==> config.mk <==
export PLATFORM = sky130hd
export DESIGN_NAME = fat_tree_parent_edge_index
export DESIGN_NICKNAME = d
export VERILOG_FILES = /design/src/sv/ftpe_pkg.sv /design/src/sv/ftpe_link_table.sv /design/src/sv/ftpe_index_pipe.sv /design/src/sv/fat_tree_parent_edge_index.sv
export SDC_FILE = /design/constraint.sdc
export NUM_CORES = 2
export LEC_CHECK = 0
export ABC_AREA = 0
export BUFFER_PORTS_ARGS = -buffer_cell sky130_fd_sc_hd__clkbuf_2
export CAP_MARGIN = 20
export CORE_ASPECT_RATIO = 0.8
export CORE_UTILIZATION = 59
export DETAILED_ROUTE_END_ITERATION = 6
export GPL_TIMING_DRIVEN = 0
export PLACE_DENSITY = 0.77
export REMOVE_ABC_BUFFERS = 1
export SYNTH_ARGS = -nofsm -noshare
export SYNTH_HDL_FRONTEND = slang
export SYNTH_SLANG_ARGS = --single-unit
==> constraint.sdc <==
create_clock -name clock -period 4.8 [get_ports clock]
set_input_delay 0.48 -clock clock [delete_from_list [all_inputs] [get_ports clock]]
set_output_delay 0.48 -clock clock [all_outputs]
set_load 0.02 [all_outputs]
==> src/sv/ftpe_pkg.sv <==
// Shared types, constants and helpers for the fat-tree parent and edge indexer.
// Used by every module of the block; depends on nothing else.
`timescale 1ns / 1ps

package ftpe_pkg;

   localparam int TREE_HEIGHT = 3;
   localparam int MAX_LINKS   = 64;
   localparam int LEVELS      = 4;

   localparam int LINK_W      = 7;
   localparam int DIGIT_W     = 6;
   localparam int LAYER_W     = 3;
   localparam int NODE_W      = 27;
   localparam int EDGE_W      = 32;
   localparam int LVL_IDX_W   = 2;
   localparam int CSR_INDEX_W = 3;

   // Horner partial sums grow by one radix per step.
   localparam int H1_W   = DIGIT_W + LINK_W;
   localparam int H2_W   = H1_W + LINK_W;
   localparam int H3_W   = H2_W + LINK_W;
   localparam int PAIR_W = 2 * LINK_W;
   localparam int SIZE_W = 4 * LINK_W;

   // Stages of the item pipeline that carry context, ahead of the result register.
   localparam int CTX_STAGES = 5;

   localparam int SETTLE_W = 3;

   typedef logic [LINK_W-1:0]      link_type;
   typedef logic [DIGIT_W-1:0]     digit_type;
   typedef logic [LAYER_W-1:0]     layer_type;
   typedef logic [CSR_INDEX_W-1:0] csr_index_type;
   typedef logic [SETTLE_W-1:0]    settle_type;

   localparam link_type   MAX_LINKS_VAL = link_type'(MAX_LINKS);
   localparam link_type   UNIT_RADIX    = link_type'(1);
   localparam layer_type  TOP_LAYER     = layer_type'(TREE_HEIGHT);
   localparam layer_type  LAYER_ONE     = layer_type'(1);
   // Depth of the registered link-product chain in the link table.
   localparam settle_type SETTLE_CYCLES = settle_type'(4);

   localparam csr_index_type CSR_UP_LINKS_0   = csr_index_type'(0);
   localparam csr_index_type CSR_UP_LINKS_1   = csr_index_type'(1);
   localparam csr_index_type CSR_UP_LINKS_2   = csr_index_type'(2);
   localparam csr_index_type CSR_UP_LINKS_3   = csr_index_type'(3);
   localparam csr_index_type CSR_DOWN_LINKS_0 = csr_index_type'(4);
   localparam csr_index_type CSR_DOWN_LINKS_1 = csr_index_type'(5);
   localparam csr_index_type CSR_DOWN_LINKS_2 = csr_index_type'(6);
   localparam csr_index_type CSR_DOWN_LINKS_3 = csr_index_type'(7);

   typedef struct packed {
      layer_type                child_layer;
      digit_type [LEVELS-1:0]   child_digit;
      layer_type                root_layer;
      digit_type [LEVELS-1:0]   root_digit;
   } query_type;

   typedef struct packed {
      link_type [LEVELS-1:0]           up_links;
      link_type [LEVELS-1:0]           down_links;
      logic [LEVELS:0][NODE_W-1:0]     node_offset;
      logic [LEVELS-1:0][EDGE_W-1:0]   edge_offset;
   } links_type;

   typedef struct packed {
      logic                     reached_root;
      layer_type                parent_layer;
      logic [NODE_W-1:0]        parent_node_id;
      logic [EDGE_W-1:0]        edge_id;
      digit_type [LEVELS-1:0]   parent_digit;
   } result_type;

   // Radix of one digit position for a node on the given layer. Levels below the
   // layer count uplinks, the others downlinks; levels above the tree count one.
   function automatic link_type level_radix(input link_type [LEVELS-1:0] up,
                                            input link_type [LEVELS-1:0] down,
                                            input int level,
                                            input layer_type layer);
      link_type radix;
      if (level >= TREE_HEIGHT) begin
         radix = UNIT_RADIX;
      end else if (level < int'(layer)) begin
         radix = up[level];
      end else begin
         radix = down[level];
      end
      return radix;
   endfunction

endpackage

==> src/sv/ftpe_link_table.sv <==
// Link-count registers and the layer sizes and offsets derived from them.
// Depends on ftpe_pkg.
`timescale 1ns / 1ps

module ftpe_link_table (
   input  logic                     clock,
   input  logic                     reset,
   input  logic                     csr_we,
   input  ftpe_pkg::csr_index_type  csr_index,
   input  ftpe_pkg::link_type       csr_wdata,
   output ftpe_pkg::links_type      links
);
   import ftpe_pkg::*;

   link_type [LEVELS-1:0]          up_ff, up_in;
   link_type [LEVELS-1:0]          down_ff, down_in;
   link_type                       wr_value;
   logic [LEVELS-1:0][PAIR_W-1:0]  pair_lo_ff, pair_lo_in;
   logic [LEVELS-1:0][PAIR_W-1:0]  pair_hi_ff, pair_hi_in;
   logic [LEVELS-1:0][SIZE_W-1:0]  size_ff, size_in;
   logic [LEVELS-1:0][EDGE_W-1:0]  size_up_ff, size_up_in;
   logic [LEVELS:0][NODE_W-1:0]    node_off_ff, node_off_in;
   logic [LEVELS-1:0][EDGE_W-1:0]  edge_off_ff, edge_off_in;

   // Counts above the maximum saturate on write.
   always_comb begin
      wr_value = (csr_wdata > MAX_LINKS_VAL) ? MAX_LINKS_VAL : csr_wdata;
      up_in    = up_ff;
      down_in  = down_ff;
      if (csr_we) begin
         case (csr_index)
            CSR_UP_LINKS_0:   up_in[0]   = wr_value;
            CSR_UP_LINKS_1:   up_in[1]   = wr_value;
            CSR_UP_LINKS_2:   up_in[2]   = wr_value;
            CSR_UP_LINKS_3:   up_in[3]   = wr_value;
            CSR_DOWN_LINKS_0: down_in[0] = wr_value;
            CSR_DOWN_LINKS_1: down_in[1] = wr_value;
            CSR_DOWN_LINKS_2: down_in[2] = wr_value;
            CSR_DOWN_LINKS_3: down_in[3] = wr_value;
            default: begin
               up_in   = up_ff;
               down_in = down_ff;
            end
         endcase
      end
   end

   always_ff @(posedge clock) begin
      if (reset) begin
         up_ff   <= {link_type'(1), link_type'(2), link_type'(2), link_type'(1)};
         down_ff <= {link_type'(1), link_type'(4), link_type'(2), link_type'(2)};
      end else begin
         up_ff   <= up_in;
         down_ff <= down_in;
      end
   end

   // Layer size is the product of the four radices, built as two pairs first.
   always_comb begin
      for (int l = 0; l < LEVELS; l++) begin
         pair_lo_in[l] = PAIR_W'(level_radix(up_ff, down_ff, 0, layer_type'(l)))
                       * PAIR_W'(level_radix(up_ff, down_ff, 1, layer_type'(l)));
         pair_hi_in[l] = PAIR_W'(level_radix(up_ff, down_ff, 2, layer_type'(l)))
                       * PAIR_W'(level_radix(up_ff, down_ff, 3, layer_type'(l)));
         size_in[l]    = SIZE_W'(pair_lo_ff[l]) * SIZE_W'(pair_hi_ff[l]);
         size_up_in[l] = EDGE_W'(size_ff[l]) * EDGE_W'(up_ff[l]);
      end
      node_off_in[0] = '0;
      for (int l = 0; l < LEVELS; l++) begin
         node_off_in[l+1] = node_off_in[l] + NODE_W'(size_ff[l]);
      end
      edge_off_in[0] = '0;
      for (int l = 0; l < LEVELS-1; l++) begin
         edge_off_in[l+1] = edge_off_in[l] + size_up_ff[l];
      end
   end

   always_ff @(posedge clock) begin
      pair_lo_ff  <= pair_lo_in;
      pair_hi_ff  <= pair_hi_in;
      size_ff     <= size_in;
      size_up_ff  <= size_up_in;
      node_off_ff <= node_off_in;
      edge_off_ff <= edge_off_in;
   end

   assign links.up_links    = up_ff;
   assign links.down_links  = down_ff;
   assign links.node_offset = node_off_ff;
   assign links.edge_offset = edge_off_ff;

endmodule

==> src/sv/ftpe_index_pipe.sv <==
// Six-stage pipeline that forms the parent digits, node number and edge number.
// Depends on ftpe_pkg and on the offsets from ftpe_link_table.
`timescale 1ns / 1ps

module ftpe_index_pipe (
   input  logic                  clock,
   input  logic                  reset,
   input  logic                  in_valid,
   input  ftpe_pkg::query_type   query,
   input  ftpe_pkg::links_type   links,
   output logic                  out_valid,
   output ftpe_pkg::result_type  result
);
   import ftpe_pkg::*;

   typedef struct packed {
      logic                     root;
      layer_type                layer;
      digit_type [LEVELS-1:0]   cdig;
      digit_type [LEVELS-1:0]   pdig;
      link_type [LEVELS-2:0]    rc;
      link_type [LEVELS-2:0]    rp;
      link_type                 upc;
      digit_type                pd;
   } ctx_type;

   logic [CTX_STAGES-1:0]   valid_ff, valid_in;
   ctx_type [CTX_STAGES-1:0] ctx_ff, ctx_in;
   logic [H1_W-1:0]         h1_node_ff, h1_node_in, h1_edge_ff, h1_edge_in;
   logic [H2_W-1:0]         h2_node_ff, h2_node_in, h2_edge_ff, h2_edge_in;
   logic [H3_W-1:0]         h3_node_ff, h3_node_in, h3_edge_ff, h3_edge_in;
   logic [NODE_W-1:0]       node_id_ff, node_id_in;
   logic [EDGE_W-1:0]       edge_mul_ff, edge_mul_in;
   logic                    out_valid_ff;
   result_type              result_ff, result_in;
   digit_type [LEVELS-1:0]  cdig, rdig;
   logic                    same;
   logic                    top;
   layer_type               child_layer;
   layer_type               s5_parent_layer;
   logic [LVL_IDX_W-1:0]    lvl;

   // Stage one: compare with the root, swap in the root digit, pick the radices.
   always_comb begin
      same = (query.child_layer == query.root_layer);
      for (int i = 0; i < LEVELS; i++) begin
         if (i < TREE_HEIGHT) begin
            cdig[i] = query.child_digit[i];
            rdig[i] = query.root_digit[i];
         end else begin
            cdig[i] = '0;
            rdig[i] = '0;
         end
         if (cdig[i] != rdig[i]) begin
            same = 1'b0;
         end
      end
      top         = (query.child_layer >= TOP_LAYER);
      // A node on the top layer has no parent; its layer is parked at zero so
      // that later offset lookups stay in range.
      child_layer = top ? '0 : query.child_layer;
      lvl         = child_layer[LVL_IDX_W-1:0];

      ctx_in[0].root      = same || top;
      ctx_in[0].layer     = child_layer;
      ctx_in[0].cdig      = cdig;
      ctx_in[0].pdig      = cdig;
      ctx_in[0].pdig[lvl] = rdig[lvl];
      for (int i = 0; i < LEVELS-1; i++) begin
         ctx_in[0].rc[i] = level_radix(links.up_links, links.down_links, i, child_layer);
         ctx_in[0].rp[i] = level_radix(links.up_links, links.down_links, i,
                                       layer_type'(child_layer + LAYER_ONE));
      end
      ctx_in[0].upc = links.up_links[lvl];
      ctx_in[0].pd  = rdig[lvl];
      for (int s = 1; s < CTX_STAGES; s++) begin
         ctx_in[s] = ctx_ff[s-1];
      end

      valid_in[0] = in_valid;
      for (int s = 1; s < CTX_STAGES; s++) begin
         valid_in[s] = valid_ff[s-1];
      end
   end

   // Stages two to four: one Horner step each, from the top digit down.
   always_comb begin
      h1_node_in = H1_W'(ctx_ff[0].pdig[LEVELS-1]) * H1_W'(ctx_ff[0].rp[LEVELS-2])
                 + H1_W'(ctx_ff[0].pdig[LEVELS-2]);
      h1_edge_in = H1_W'(ctx_ff[0].cdig[LEVELS-1]) * H1_W'(ctx_ff[0].rc[LEVELS-2])
                 + H1_W'(ctx_ff[0].cdig[LEVELS-2]);
      h2_node_in = H2_W'(h1_node_ff) * H2_W'(ctx_ff[1].rp[1]) + H2_W'(ctx_ff[1].pdig[1]);
      h2_edge_in = H2_W'(h1_edge_ff) * H2_W'(ctx_ff[1].rc[1]) + H2_W'(ctx_ff[1].cdig[1]);
      h3_node_in = H3_W'(h2_node_ff) * H3_W'(ctx_ff[2].rp[0]) + H3_W'(ctx_ff[2].pdig[0]);
      h3_edge_in = H3_W'(h2_edge_ff) * H3_W'(ctx_ff[2].rc[0]) + H3_W'(ctx_ff[2].cdig[0]);
   end

   // Stage five: node offset added; edge digit sum scaled by the uplink count.
   always_comb begin
      s5_parent_layer = layer_type'(ctx_ff[3].layer + LAYER_ONE);
      node_id_in      = NODE_W'(h3_node_ff) + links.node_offset[s5_parent_layer];
      edge_mul_in     = EDGE_W'(h3_edge_ff) * EDGE_W'(ctx_ff[3].upc);
   end

   // Stage six: edge offset and parent port added; the root gives all zeros.
   always_comb begin
      if (ctx_ff[4].root) begin
         result_in              = '0;
         result_in.reached_root = 1'b1;
      end else begin
         result_in.reached_root   = 1'b0;
         result_in.parent_layer   = layer_type'(ctx_ff[4].layer + LAYER_ONE);
         result_in.parent_node_id = node_id_ff;
         result_in.edge_id        = edge_mul_ff
                                  + links.edge_offset[ctx_ff[4].layer[LVL_IDX_W-1:0]]
                                  + EDGE_W'(ctx_ff[4].pd);
         result_in.parent_digit   = ctx_ff[4].pdig;
      end
   end

   always_ff @(posedge clock) begin
      if (reset) begin
         valid_ff     <= '0;
         out_valid_ff <= 1'b0;
      end else begin
         valid_ff     <= valid_in;
         out_valid_ff <= valid_ff[CTX_STAGES-1];
      end
   end

   always_ff @(posedge clock) begin
      ctx_ff      <= ctx_in;
      h1_node_ff  <= h1_node_in;
      h1_edge_ff  <= h1_edge_in;
      h2_node_ff  <= h2_node_in;
      h2_edge_ff  <= h2_edge_in;
      h3_node_ff  <= h3_node_in;
      h3_edge_ff  <= h3_edge_in;
      node_id_ff  <= node_id_in;
      edge_mul_ff <= edge_mul_in;
      result_ff   <= result_in;
   end

   assign out_valid = out_valid_ff;
   assign result    = result_ff;

endmodule

==> src/sv/fat_tree_parent_edge_index.sv <==
// Fat-tree parent and edge indexer, top level; uses ftpe_pkg, ftpe_link_table, ftpe_index_pipe.
// Throughput: one query per cycle while busy is low, set by the six-stage multiply-add pipeline.
// busy is high after reset and after each csr write while the registered
// layer-size products rebuild; the result side never stalls.
// Reset is synchronous and active high; link counts return to their defaults.
`timescale 1ns / 1ps

module fat_tree_parent_edge_index (
   input  logic                     clock,
   input  logic                     reset,
   input  logic                     start,
   output logic                     busy,
   input  ftpe_pkg::layer_type      req_child_layer,
   input  ftpe_pkg::digit_type      req_child_digit_0,
   input  ftpe_pkg::digit_type      req_child_digit_1,
   input  ftpe_pkg::digit_type      req_child_digit_2,
   input  ftpe_pkg::digit_type      req_child_digit_3,
   input  ftpe_pkg::layer_type      req_root_layer,
   input  ftpe_pkg::digit_type      req_root_digit_0,
   input  ftpe_pkg::digit_type      req_root_digit_1,
   input  ftpe_pkg::digit_type      req_root_digit_2,
   input  ftpe_pkg::digit_type      req_root_digit_3,
   output logic                     rsp_valid,
   output logic                     rsp_reached_root,
   output ftpe_pkg::layer_type      rsp_parent_layer,
   output logic [26:0]              rsp_parent_node_id,
   output logic [31:0]              rsp_edge_id,
   output ftpe_pkg::digit_type      rsp_parent_digit_0,
   output ftpe_pkg::digit_type      rsp_parent_digit_1,
   output ftpe_pkg::digit_type      rsp_parent_digit_2,
   output ftpe_pkg::digit_type      rsp_parent_digit_3,
   input  logic                     csr_we,
   input  ftpe_pkg::csr_index_type  csr_index,
   input  ftpe_pkg::link_type       csr_wdata
);
   import ftpe_pkg::*;

   settle_type settle_ff, settle_in;
   query_type  query;
   links_type  links;
   result_type result;
   logic       accept;

   always_comb begin
      if (csr_we) begin
         settle_in = SETTLE_CYCLES;
      end else if (settle_ff != '0) begin
         settle_in = settle_type'(settle_ff - 1'b1);
      end else begin
         settle_in = settle_ff;
      end
   end

   always_ff @(posedge clock) begin
      if (reset) begin
         settle_ff <= SETTLE_CYCLES;
      end else begin
         settle_ff <= settle_in;
      end
   end

   assign busy   = (settle_ff != '0);
   assign accept = start && !busy;

   assign query.child_layer    = req_child_layer;
   assign query.child_digit[0] = req_child_digit_0;
   assign query.child_digit[1] = req_child_digit_1;
   assign query.child_digit[2] = req_child_digit_2;
   assign query.child_digit[3] = req_child_digit_3;
   assign query.root_layer     = req_root_layer;
   assign query.root_digit[0]  = req_root_digit_0;
   assign query.root_digit[1]  = req_root_digit_1;
   assign query.root_digit[2]  = req_root_digit_2;
   assign query.root_digit[3]  = req_root_digit_3;

   ftpe_link_table u_link_table (
      .clock     (clock),
      .reset     (reset),
      .csr_we    (csr_we),
      .csr_index (csr_index),
      .csr_wdata (csr_wdata),
      .links     (links)
   );

   ftpe_index_pipe u_index_pipe (
      .clock     (clock),
      .reset     (reset),
      .in_valid  (accept),
      .query     (query),
      .links     (links),
      .out_valid (rsp_valid),
      .result    (result)
   );

   assign rsp_reached_root   = result.reached_root;
   assign rsp_parent_layer   = result.parent_layer;
   assign rsp_parent_node_id = result.parent_node_id;
   assign rsp_edge_id        = result.edge_id;
   assign rsp_parent_digit_0 = result.parent_digit[0];
   assign rsp_parent_digit_1 = result.parent_digit[1];
   assign rsp_parent_digit_2 = result.parent_digit[2];
   assign rsp_parent_digit_3 = result.parent_digit[3];

`ifndef SYNTHESIS
   a_fixed_latency: assert property (@(posedge clock) disable iff (reset)
      (start && !busy) |-> ##6 rsp_valid)
      else $error("accepted query did not produce a result after six cycles");

   a_write_blocks_start: assert property (@(posedge clock) disable iff (reset)
      csr_we |=> busy)
      else $error("query port open right after a link-count write");

   a_root_all_zero: assert property (@(posedge clock) disable iff (reset)
      (rsp_valid && rsp_reached_root) |->
         (rsp_parent_layer == '0 && rsp_parent_node_id == '0 && rsp_edge_id == '0 &&
          rsp_parent_digit_0 == '0 && rsp_parent_digit_1 == '0 &&
          rsp_parent_digit_2 == '0 && rsp_parent_digit_3 == '0))
      else $error("root result carries nonzero fields");

   a_parent_layer_range: assert property (@(posedge clock) disable iff (reset)
      (rsp_valid && !rsp_reached_root) |->
         (rsp_parent_layer != '0 && rsp_parent_layer <= TOP_LAYER))
      else $error("parent layer outside the tree");
`endif

endmodule
Word-level counts from Yosys, hierarchy flattened --
Cells that the tools add are included.
Word-level totals: bits in registers 1089, latch bits 0, memory bits (writable) 0, ROM bits 0, input port bits 68, output and inout port bits 89, word-level logic and storage cells 191, memories kept 0
Operators by class: add/subtract/negate cells 17, $mul 16, div/mod/pow operators 0, $lt $le $gt $ge 11, equal/unequal tests 10, shifts and indexed selects 0, multiplexer cells 22, bitwise operators 0, reductions and logical operators 14
Operators by type and width (number):
- adder 32 bit | 3
- multiplier 28 x 7 -> 32 bit | 3
- two-way mux 87 bit | 1
- multiplier 14 x 7 -> 21 bit | 4
- adder 27 bit | 3
- binary-select mux 27 bit (select 3 bit) | 1
- binary-select mux 32 bit (select 2 bit) | 1
- adder 27 x 6 -> 27 bit | 2
- multiplier 20 x 7 -> 27 bit | 2
- two-way mux 7 bit | 7
- multiplier 7 x 7 -> 14 bit | 3
- adder 20 x 6 -> 20 bit | 2
- adder 32 x 6 -> 32 bit | 1
- multiplier 27 x 7 -> 32 bit | 1
- two-way mux 32 bit | 1
- adder 27 x 21 -> 27 bit | 1
- two-way mux 27 bit | 1
- multiplier 6 x 7 -> 13 bit | 2
- bitwise mux 24 bit | 1
- multiplier 13 x 7 -> 20 bit | 1
- inequality test 6 bit | 3
- binary-select mux 7 bit (select 2 bit) | 1
- AND reduction 2 bit | 7
- adder 13 x 6 -> 13 bit | 1
- other kinds (24) | 37

Depth between registers and ports, before layout --
depth after elaboration 7, gate-level depth with buffers 26, depth with buffers taken out 26

Modules after synthesis --
A second synthesis with hierarchy kept.
Second synthesis, totals: cells, all modules 8438, area, all modules 81723.4 um^2
By module, submodules not included:
- ftpe_link_table | instances 1, cells each 4848, area an instance 44746.7 um^2, sequential area each 9148.8 um^2
- ftpe_index_pipe | instances 1, cells each 3573, area an instance 36809.1 um^2, sequential area each 11290.8 um^2
- fat_tree_parent_edge_index | instances 1, cells each 17, area an instance 167.7 um^2, sequential area each 60.1 um^2

Worst setup path before layout --
Ideal clock, no wire load.
path type register to register, from register u_index_pipe.ctx_ff[328] (netlist bit), to register u_index_pipe.edge_mul_ff[30], library setup time 0.095 ns, data arrival time 4.918 ns, data required time 4.705 ns, path slack -0.213 ns, stages on the path, launching flop included 18, path buffers 1, period minus slack after synthesis 5.013 ns, cell sequence dfxtp_1 > clkbuf_1 > nand2_1 > fa_1 > fa_1 > inv_1 > fa_1 > fa_1 > ha_1 > a2111oi_2 > nand2_1 > o211ai_1 > a211oi_1 > o211ai_1 > a31oi_1 > o31ai_2 > or4b_1 > o311ai_1
On the way: longest elaborated chain between the ends 1
RTL lines:
- from (decl) | line ftpe_index_pipe.sv:28 | ctx_type [CTX_STAGES-1:0] ctx_ff, ctx_in;
- from (signal assigned) | line ftpe_index_pipe.sv:132 | ctx_ff <= ctx_in;
- multiplier 27 x 7 -> 32 bit | line ftpe_index_pipe.sv:102 | edge_mul_in = EDGE_W'(h3_edge_ff) * EDGE_W'(ctx_ff[3].upc);
- net u_index_pipe.edge_mul_in[30] | line ftpe_index_pipe.sv:33 | logic [EDGE_W-1:0] edge_mul_ff, edge_mul_in;
- to (signal assigned) | line ftpe_index_pipe.sv:140 | edge_mul_ff <= edge_mul_in;
- to (decl) | line ftpe_index_pipe.sv:33
The timed path passes the listed nets, and every way through them passes these cells. A chain may end at the register's enable or synchronous reset.

==> out/results.ini <==
[run_status]
status = finished, violations left
violations = design-rule violations, negative setup slack

[worst_setup_path]
crit_type = reg2reg
crit_buf_inv = 2
reg2regPathDepth = 22
cp_common_cell = ha_4
cp.depth = 22
crit_slowest_cell = dfxtp_4
endpoint_kind = flip-flop
max_stage_delay_ns = 0.47
start_kind = flip-flop
arrival_ns = 5.96
path_cells = ha_4, a21oi_1, o211ai_1, buf_4, o31ai_4, o21bai_1, a21oi_2, xnor2_2, ha_4, nand4_1, or2_4, o211a_4, buf_6, o31ai_4, a31oi_4, xnor2_2, ha_4, nor2b_1, o21a_1, o22a_1, o31a_1, and3b_1
cp_top_family = compound AO/OA/AOI/OAI gates
crit_required_ns = 5.44
cp_max_fo = 9

[floorplanning]
start_util_pct = 59.4
dieArea_um2 = 139000
boundaryPins = 157
core_um2 = 136000
chipWidth_um = 416
rows = 121
fp.dieH_um = 333

[sta]
rsz0062_at_grt = true
period_needed_ns = 5.32
fmax_mhz = 188
worstMarginPinSlew_ns = 1.02
fin_ws_ns = -0.519
finalSetupTns_ns = -4.47
fin_crit_sh_pct = 111
slew_headroom_pct = 31.4
setup_violations = 25
maxSlewViolCount = 0
hold_viol_final = 0
fin_worst_skew_ns = 0.0417

[cts]
numCtsBuffers = 97
htree_levels = 3
cts-root-buf = clkbuf_16
clkSlewWorstSetupHoldPaths_ns = 0.06
tritoncts = done
clock_latency_ns = 0.76
cts_buffer_depth = 3
cts_sinks = 1024

[cells_and_area]
final_core_util_pct = 68.4
final_nets = 10725
syn_to_final_growth_pct = 15.0
instances_no_fill = 10669
drive_gt1_share_pct = 14.6

[synthesis]
syn-cell-area_um2 = 80900
async_flop_share_pct = 0
synth_ff_type = dfxtp_1
syn_inst = 8464
synth_cell_types = 86
synth_edf_count = 0
yosysSeqAreaShare_pct = 25.3
syn_area_per_cell_um2 = 9.56
synth_seq_cells = 1024
ys_warn_count = 0

[grt]
met2_usage_pct = 46.8
overflow = 0
grt_use_total_pct = 30.4
grt_use_met1_pct = 40.7
grt_max_degree = 53
grt_pass1_vias = 62222
busiest_layer = met2
use_met3_pct = 7.20
grt_pass1_wl_mm = 334
antenna_found_initial = 12

[min_path]
hp-class = in2reg
holdPathStages = 2

[placed_design]
dp_cells = 10175
io_buffers = 144
hpwl_mm = 152
gp_congestion = 0.910

[drt]
dr.pass1.iters = 7
viasPerCell = 5.84
routed_wl_mm = 223
drt_iter0_drc = 5672
ant_nets = 0
drc = 1
wl_per_cell_um = 20.9
via_count = 62292

[power_and_ir_drop]
p_leak_nw = 44.8
power_mw = 21.1
max-vdd-ir-drop_uv = 260
power.density_nw_per_um2 = 227

[run]
max-cap-violations = 0

==> state kept, by name, indices dropped and copies added, names as in the netlist, 27 cells and up <==
register	flops
u_link_table.size_ff	84
u_link_table.size_up_ff	90
u_index_pipe.edge_mul_ff	32
u_index_pipe.node_id_ff	27
u_link_table.links	225
u_index_pipe.h3_node_ff	27
u_index_pipe.ctx_ff	311
u_index_pipe.result	87
u_link_table.pair_lo_ff	42
==> cells in the final DEF (no fill, tap or decap), types with 26 or more instances in the layout <==
cell type	instances
buf_4	205
o21ai_1	33
clkbuf_16	100
ha_1	806
xnor2_1	272
xor2_1	132
dfxtp_2	93
o21bai_1	71
mux2i_1	75
a21oi_2	42
o31ai_1	28
fa_1	953
ha_4	64
nor3_1	75
a22o_1	29
nor2b_1	108
nand2b_1	42
nand2_2	26
a21o_1	135
and2_1	523
mux2_2	83
nand3_1	92
dfxtp_1	860
clkbuf_2	144
inv_1	1003
nand2_1	1225
o21ai_0	164
buf_6	35
buf_12	34
dfxtp_4	71
a21oi_1	264
and3_1	39
o21a_1	65
nor2_1	292
a211oi_1	31
==> worst paths after layout <==
check        slack, ns                                   to                        startpoint
max reg2reg      -0.52      u_link_table.links[259]$_DFF_P_   u_link_table.size_ff[4]$_DFF_P_
min reg2reg       0.32     u_index_pipe.ctx_ff[429]$_DFF_P_  u_index_pipe.ctx_ff[322]$_DFF_P_
max              -0.52      u_link_table.links[259]$_DFF_P_   u_link_table.size_ff[4]$_DFF_P_
min               0.02  u_index_pipe.valid_ff[2]$_SDFF_PP0_                             reset
==> power breakdown <==
| group | leakage (nW) | switching, mW | internal [mW] |
|---|---|---|---|
| Sequential | 8.46 | 0.547 | 9.06 |
| Clock | 1.62 | 3.64 | 4.55 |
| Combinational | 34.7 | 1.88 | 1.46 |
| Total | 44.8 | 6.06 | 15.1 |
==> logic make-up (layout without fill, tap and decap cells) <==
group           Yosys count  after routing  share of synthesized area (%)
compound gates         1143           1143                           9.32
xor+xnor                430            430                           4.65
fa+ha+maj              1860           1860                           37.8
buf+inv                1267           1680                           5.88
flops                  1024           1024                           25.3
mux                     158            158                           2.08
other cells               1             10                        0.00463
simple gates           2581           2581                           14.9
==> per-stage QoR <==
step | hold slack, ns | cell area (um2) | worst slack, ns
final | 0.0189 | 93100 | -0.519
after global routing | 0.0156 | 93000 | -0.650
after CTS | 0.109 | 90400 | -0.505
after detailed placement | 0.312 | 83500 | -1.55
after global placement | 0.310 | 83000 | -3.00
after floorplan | 0.310 | 80000 | -0.652
==> routing by layer <==
| metal | up-vias | wire [um] |
|---|---|---|
| met3 | 755 | 22900 |
| met2 | 3004 | 98000 |
| met4 | 0 | 13400 |
| met1 | 30476 | 88700 |
| met5 | - | 0 |
| li1 | 28057 | - |
==> final cells by class <==
class	instances	area, um2
Antenna cell	9	22.5
Clock inverter	57	773
Fill cell	9460	43000
Timing Repair Buffer	473	4330
Clock buffer	122	2620
Sequential cell	1024	20900
Inverter	1028	3860
Tap cell	1783	2230
Multi-Input combinational cell	6173	58300
==> Yosys cell counts (83+ instances only) <==
library cell,number,area [um2]
a21o_1,135,1010
a21oi_1,311,1560
and2_1,538,3370
clkbuf_1,223,837
dfxtp_1,1024,20500
fa_1,973,19500
ha_1,887,11100
inv_1,1027,3850
mux2_2,83,935
nand2_1,1256,4710
nand3_1,96,480
nor2_1,308,1160
nor2b_1,111,694
nor3_1,84,420
o21ai_0,216,1080
xnor2_1,293,2570
xor2_1,137,1200
==> timing repair <==
item	4_1_cts	5_1_grt
setup buffers	158	130
resized for setup	439	387
cloned	6	3
hold endpoints to repair	19	0
hold buffers	19	0
setup endpoints to repair	154	117
pin swaps	154	248
(Power assumes the default switching activity.)
